[config.mk]
export PLATFORM = sky130hd
export DESIGN_NAME = faoh_excl
export DESIGN_NICKNAME = d
export VERILOG_FILES = /design/src/rtl/faoh_pkg.sv /design/src/rtl/faoh_excl.sv
export SDC_FILE = /design/constraint.sdc
export NUM_CORES = 1
export LEC_CHECK = 0
export BUFFER_PORTS_ARGS = -buffer_cell sky130_fd_sc_hd__buf_2
export CAP_MARGIN = 20
export CORE_MARGIN = 5
export CORE_UTILIZATION = 59
export CTS_BUF_LIST = sky130_fd_sc_hd__clkbuf_4
export DETAILED_ROUTE_END_ITERATION = 10
export MAX_ROUTING_LAYER = met4
export PLACE_DENSITY = 0.8
export SLEW_MARGIN = 5
export SYNTH_ARGS = -nofsm -noshare
export SYNTH_HDL_FRONTEND = slang
export SYNTH_SLANG_ARGS = --single-unit
export TNS_END_PERCENT = 5
[constraint.sdc]
create_clock -name clk -period 4.8 [get_ports clk]
set_input_delay 0.96 -clock clk [delete_from_list [all_inputs] [get_ports clk]]
set_output_delay 0.96 -clock clk [all_outputs]
set_load 0.02 [all_outputs]
[src/rtl/faoh_pkg.sv]
// Shared types, constants and helpers for the filtered address octet histogram.
package faoh_pkg;

    localparam int ADDR_W     = 32;
    localparam int BIN_W      = 8;
    localparam int BIN_COUNT  = 256;
    localparam int TABLE_AW   = BIN_W + 1;
    localparam int TABLE_DEPTH = 2 * BIN_COUNT;
    localparam int NET_SLOTS  = 3;
    localparam int PLEN_W     = 6;
    localparam int XCNT_W     = 2;
    localparam int CFG_IDX_W  = 3;
    localparam int CFG_DATA_W = 32;

    typedef enum logic [CFG_IDX_W-1:0] {
        REG_EXCLUDE_COUNT = 3'd0,
        REG_NET_BASE_A    = 3'd1,
        REG_NET_BASE_B    = 3'd2,
        REG_NET_BASE_C    = 3'd3,
        REG_PREFIX_LEN_A  = 3'd4,
        REG_PREFIX_LEN_B  = 3'd5,
        REG_PREFIX_LEN_C  = 3'd6
    } cfg_reg_t;

    typedef struct packed {
        logic                  we;
        logic [CFG_IDX_W-1:0]  index;
        logic [CFG_DATA_W-1:0] data;
    } cfg_write_t;

    // Control from the pipeline to the counter store.
    // Key is {is_source, first octet}.
    typedef struct packed {
        logic                rd_en;
        logic [TABLE_AW-1:0] rd_key;
        logic                commit;
        logic [TABLE_AW-1:0] s2_key;
        logic                s2_excl;
    } tbl_ctl_t;

    // Network mask for a prefix length; zero gives no bits, above 32 saturates.
    function automatic logic [ADDR_W-1:0] prefix_mask(input logic [PLEN_W-1:0] plen);
        logic [ADDR_W-1:0] m;
        begin
            if (plen == '0)
            begin
                m = '0;
            end
            else if (plen >= PLEN_W'(ADDR_W))
            begin
                m = '1;
            end
            else
            begin
                m = ~({ADDR_W{1'b1}} >> plen);
            end
            return m;
        end
    endfunction

endpackage

[src/rtl/faoh_excl.sv]
// Excluded-network registers and the address match against them.
module faoh_excl #(
    parameter int EXCLUDE_ENTRIES = 3
) (
    input  logic                        clk,
    input  logic                        rst_n,
    input  faoh_pkg::cfg_write_t        cfg,
    input  logic [faoh_pkg::ADDR_W-1:0] addr,
    output logic                        excluded
);

    logic [faoh_pkg::XCNT_W-1:0] xcnt_reg;
    logic [faoh_pkg::ADDR_W-1:0] base_reg [faoh_pkg::NET_SLOTS];
    logic [faoh_pkg::PLEN_W-1:0] plen_reg [faoh_pkg::NET_SLOTS];
    logic [faoh_pkg::XCNT_W-1:0] used;
    logic [faoh_pkg::XCNT_W-1:0] limit;

    always_ff @(posedge clk or negedge rst_n)
    begin
        if (!rst_n)
        begin
            xcnt_reg <= '0;
            for (int i = 0; i < faoh_pkg::NET_SLOTS; i++)
            begin
                base_reg[i] <= '0;
                plen_reg[i] <= '0;
            end
        end
        else if (cfg.we)
        begin
            case (faoh_pkg::cfg_reg_t'(cfg.index))
                faoh_pkg::REG_EXCLUDE_COUNT: xcnt_reg    <= cfg.data[faoh_pkg::XCNT_W-1:0];
                faoh_pkg::REG_NET_BASE_A:    base_reg[0] <= cfg.data[faoh_pkg::ADDR_W-1:0];
                faoh_pkg::REG_NET_BASE_B:    base_reg[1] <= cfg.data[faoh_pkg::ADDR_W-1:0];
                faoh_pkg::REG_NET_BASE_C:    base_reg[2] <= cfg.data[faoh_pkg::ADDR_W-1:0];
                faoh_pkg::REG_PREFIX_LEN_A:  plen_reg[0] <= cfg.data[faoh_pkg::PLEN_W-1:0];
                faoh_pkg::REG_PREFIX_LEN_B:  plen_reg[1] <= cfg.data[faoh_pkg::PLEN_W-1:0];
                faoh_pkg::REG_PREFIX_LEN_C:  plen_reg[2] <= cfg.data[faoh_pkg::PLEN_W-1:0];
                default: ;
            endcase
        end
    end

    assign limit = faoh_pkg::XCNT_W'(EXCLUDE_ENTRIES);
    assign used  = (xcnt_reg > limit) ? limit : xcnt_reg;

    // Slots are independent compares; a hit in any slot in use excludes.
    always_comb
    begin
        logic [faoh_pkg::ADDR_W-1:0] m;
        excluded = 1'b0;
        for (int i = 0; i < faoh_pkg::NET_SLOTS; i++)
        begin
            m = faoh_pkg::prefix_mask(plen_reg[i]);
            if ((faoh_pkg::XCNT_W'(i) < used) && ((addr & m) == (base_reg[i] & m)))
            begin
                excluded = 1'b1;
            end
        end
    end

endmodule

Word level (Yosys, flattened, before mapping)
Index checks and enable logic that the tools add are counted.
{"block": "totals", "register_bits": 116, "in_bits": 70, "word_cells": 59}
{"block": "op_classes", "magnitude_cmp": 7, "n_eq_ne": 9, "shifts": 3, "muxes": 10, "n_bitwise": 9, "reduce_logical": 14}
{"operator": "$and A32 B32 Y32", "count": 6}
{"operator": "$mux W32", "count": 6}
{"operator": "$eq A32 B32 Y1", "count": 3}
{"operator": "$not A32 Y32", "count": 3}
{"operator": "$shr A32 B6 Y32 const A", "count": 3}
{"operator": "$ge A6 B6 Y1 const B", "count": 3}
{"operator": "$logic_not A6 Y1", "count": 3}
{"operator": "$reduce_and A2 Y1", "count": 7}
{"operator": "$eq A3 B3 Y1 const B", "count": 3}
{"operator": "$eq A3 B2 Y1 const B", "count": 2}
{"operator": "$lt A1 B2 Y1 const A", "count": 2}
{"operator": "$eq A3 B1 Y1 const B", "count": 1}
{"operator": "$logic_and A1 B1 Y1", "count": 3}
{"operator": "$logic_not A3 Y1", "count": 1}
{"operator": "$mux W1", "count": 3}
{"operator": "$gt A2 B2 Y1 const B", "count": 1}
{"operator": "$lt A2 B2 Y1 const A", "count": 1}
{"operator": "$mux W2", "count": 1}

Depth between registers and ports, before layout
{"block": "logic_depth", "depth_word": 10, "depth_mapped": 8}

Worst setup path after synthesis
No wires, ideal clock.
{"block": "synth_path", "kind": "input -> output", "start": "in addr[7] (netlist name)", "end": "out excluded", "t_arrival_ns": 2.238, "setup_slack_ns": 1.602, "path_stages": 7, "path_buffers": 0, "path_cell_list": "xnor2_1 > a21oi_1 > a2111oi_2 > o2111ai_1 > a2111oi_2 > nand3_1 > nand3_1"}
{"block": "synth_between", "elab_chain_len": 6, "word_cells_on_any_way": 12}
{"element": "start, declared", "line_no": "faoh_excl.sv:8", "rtl": "input logic [faoh_pkg::ADDR_W-1:0] addr,"}
{"element": "$and A32 B32 Y32", "line_no": "faoh_excl.sv:55", "rtl": "if ((faoh_pkg::XCNT_W'(i) < used) && ((addr & m) == (base_reg[i] & m)))"}
{"element": "$eq A32 B32 Y1", "line_no": "faoh_excl.sv:55"}
{"element": "$logic_and A1 B1 Y1", "line_no": "faoh_excl.sv:55"}
{"element": "$mux W1 (2 in a row)", "line_no": "faoh_excl.sv:55"}
{"element": "$mux W1 *", "line_no": "faoh_excl.sv:55"}
{"element": "end, declared", "line_no": "faoh_excl.sv:9", "rtl": "output logic excluded"}
Every way passes the cells marked *; elsewhere a longest branch is shown, timed or not.

Worst setup path after layout
{"block": "layout_path", "start": "reg plen_reg[3] (netlist name)", "end": "out excluded"}
{"block": "layout_between", "elab_chain_len": 8, "word_cells_on_any_way": 11}
{"element": "start, declared", "line_no": "faoh_excl.sv:14", "rtl": "logic [faoh_pkg::PLEN_W-1:0] plen_reg [faoh_pkg::NET_SLOTS];"}
{"element": "$shr A32 B6 Y32", "line_no": "faoh_pkg.sv:55", "rtl": "m = ~({ADDR_W{1'b1}} >> plen);"}
{"element": "$not A32 Y32", "line_no": "faoh_pkg.sv:55"}
{"element": "$mux W32", "line_no": "faoh_pkg.sv:49", "rtl": "else if (plen >= PLEN_W'(ADDR_W))"}
{"element": "$mux W32 *", "line_no": "faoh_pkg.sv:45", "rtl": "if (plen == '0)"}
{"element": "$and A32 B32 Y32", "line_no": "faoh_excl.sv:55"}
{"element": "$eq A32 B32 Y1 *", "line_no": "faoh_excl.sv:55"}
{"element": "$logic_and A1 B1 Y1 *", "line_no": "faoh_excl.sv:55"}
{"element": "$mux W1 *", "line_no": "faoh_excl.sv:55"}
Marks and branches as above.

==> flow_metrics.py <==
metrics = {
    "outcome": {
        "outcome": "finished, final reports clean",
    },
    "layout": {
        "final_util": 0.667,
        "final_nets": 717,
        "most-common-layout-cells": "dfrtp_1 (116), mux2_2 (113), buf_2 (69)",
        "multi_input_area_um2": 3370,
        "layout-drive-gt1-share": 0.367,
        "largest_reg_flops": 96,
        "layout.area.seq_um2": 2900,
        "final_cells": 800,
        "fillCellCount": 870,
        "area_delta_synth_final_pct": 11.7,
        "diodes": 0,
        "mostFrequentLayoutCell": "dfrtp_1",
    },
    "sta": {
        "hold_slack_ns": 0.343,
        "period_minus_slack_ns": 4.19,
        "rsz0062_at_grt": "false",
        "tns_ns": 0,
        "finalCritPeriodShare": 0.872,
        "hold_violations": 0,
        "fmax_mhz": 239,
        "fin_skew_ns": 0,
        "tightest_slew_ns": 0.536,
        "finalMaxSlewViolations": 0,
        "slew_headroom": 0.640,
        "setup_viol": 0,
    },
    "yosys": {
        "yosysSeqAreaShare": 0.450,
        "yosysWarningCount": 0,
        "synth_cell_type_count": 53,
        "netlist.area_leader.share": 0.450,
        "synthCells": 575,
        "syn_area_um2": 6450,
        "synth_flop_cell": "dfrtp_1",
        "synth_fp_nets": 645,
        "synthTopCellsByArea": "dfrtp_1 (45%), mux2_2 (20%), xnor2_1 (8.3%)",
        "ys_seq_elements": 116,
        "synth_edf_count": 0,
        "synth_top_area_cell": "dfrtp_1",
        "async_reset_ff_frac": 1.00,
        "syn_avg_cell_area_um2": 11.2,
    },
    "route": {
        "drt_iter0_drc": 466,
        "dr.pass1.iters": 5,
        "antenna_left": 0,
        "routed_wl_um": 18500,
        "route.detailed.drc": 0,
        "drt-vias-per-instance": 6.12,
        "vias": 4893,
        "wl_per_cell_um": 23.2,
    },
    "grt": {
        "gr-usage-all-layers": 0.312,
        "antenna_found_initial": 0,
        "first_global_vias": 5068,
        "grt_max_degree": 43,
        "grt_pass1_wl_um": 29400,
        "grt_overflow": 0,
    },
    "cts": {
        "cts_tree": "done",
        "cts.path.max_buffers": 2,
        "clk_pin_slew_ns": 0.11,
        "cts_setup_buffers": 0,
        "clkSinkCount": 116,
        "clk-insertion-delay-late_ns": 0.54,
        "numCtsBuffers": 17,
        "ctsResizeCount": 0,
        "cts_root_buffer": "clkbuf_4",
        "cts.htree.levels": 4,
        "hold_buffers": 0,
    },
    "critical_path": {
        "endpoint_kind": "output port",
        "crit_path_start_kind": "flip-flop",
        "worstPathArrival_ns": 3.23,
        "path_max_fanout": 14,
        "worst-setup-path-type": "reg2out",
        "crit_required_ns": 3.84,
    },
    "placement": {
        "port_buffers": 70,
        "dp.cells": 766,
        "gp_congestion": 1.01,
        "hpwl_um": 14300,
    },
    "floorplan": {
        "die_w_um": 115,
        "dieArea_um2": 13100,
        "core_area_um2": 10800,
        "rows": 38,
        "start_util": 0.597,
        "chipHeight_um": 115,
        "io_pins": 71,
    },
    "power": {
        "vdd_drop_max_uv": 307,
        "powerDensity_nw_per_um2": 438,
        "power_leakage_nw": 3.00,
        "power.total_w": 0.00316,
    },
    "min_path": {
        "hold_path_class": "in2async",
    },
    "run": {
        "maxCapViolCount": 0,
    },
}
==> where the power goes <==
group / switching (W) / internal [W]
Clock: 0.000361 / 0.000378
Combinational: 0.000528 / 0.000459
Sequential: 0.000240 / 0.00119
Total: 0.00113 / 0.00203
==> per-layer routing <==
layer / global-route usage / vias to the layer above / wire, µm
li1: - / 2222 / -
met1: 0.420 / 2467 / 8100
met2: 0.494 / 182 / 9150
met3: 0.0529 / 22 / 1050
met4: 0.0768 / 0 / 238
met5: - / - / 0
==> worst max-delay path: stages (launching register included) <==
cell and delay (ns):
dfrtp_1 0.57, nor3_2 0.47, a21oi_1 0.15, nor4_1 0.52, o2111ai_1 0.20, a2111oi_2 0.35
nand3_1 0.11, nand3_1 0.12, buf_2 0.18
==> per-stage QoR <==
step / worst slack [ns] / instance area [µm²]
global route: 0.455 / 7200
CTS: 0.590 / 7180
global placement: 1.04 / 6890
finish: 0.612 / 7200
detailed placement: 0.989 / 6890
floorplan: 1.60 / 6450
==> cell usage after synthesis, drive strengths merged, types with 9 or more instances <==
cell / number
clkbuf: 15
nand2: 22
nor3: 10
a21oi: 39
inv: 9
xor2: 34
dfrtp: 116
nand3: 12
xnor2: 61
o21ai: 38
mux2: 113
buf: 11
nor2: 21
==> path summary, 6_finish.rpt <==
| kind | from | to | slack (ns) | depth (start not counted) |
|---|---|---|---|---|
| max | plen_reg[3]$_DFFE_PN0P_ | excluded | 0.61 | 8 |
| min | rst_n | xcnt_reg[1]$_DFFE_PN0P_ | 0.34 | 1 |
| max reg2reg | plen_reg[14]$_DFFE_PN0P_ | plen_reg[14]$_DFFE_PN0P_ | 3.71 | 2 |
| min reg2reg | base_reg[12]$_DFFE_PN0P_ | base_reg[12]$_DFFE_PN0P_ | 0.53 | 1 |
| max in group asynchronous | rst_n | base_reg[76]$_DFFE_PN0P_ | 3.52 | 2 |
| min in group clk | base_reg[12]$_DFFE_PN0P_ | base_reg[12]$_DFFE_PN0P_ | 0.53 | 1 |
==> logic make-up (layout without fill, tap and decap cells) <==
| kind of cell | after synthesis | in the layout | synth area share |
|---|---|---|---|
| compound gates | 119 | 119 | 0.116 |
| xor+xnor | 95 | 95 | 0.129 |
| fa+ha+maj | 2 | 2 | 0.00311 |
| buf+inv | 35 | 120 | 0.0283 |
| flops | 116 | 116 | 0.450 |
| mux | 113 | 113 | 0.197 |
| simple gates | 95 | 95 | 0.0761 |
==> area by class of cell <==
| class | instances | area share |
|---|---|---|
| clock buffers | 21 | 0.0219 |
| clock inverters | 11 | 0.0188 |
| well taps | 140 | 0.0243 |
| repair buffers | 79 | 0.0589 |
| flip-flops and latches | 116 | 0.403 |
| inverters | 9 | 0.00469 |
| multi-input cells | 424 | 0.468 |
Power figures use the tool's default switching activity.
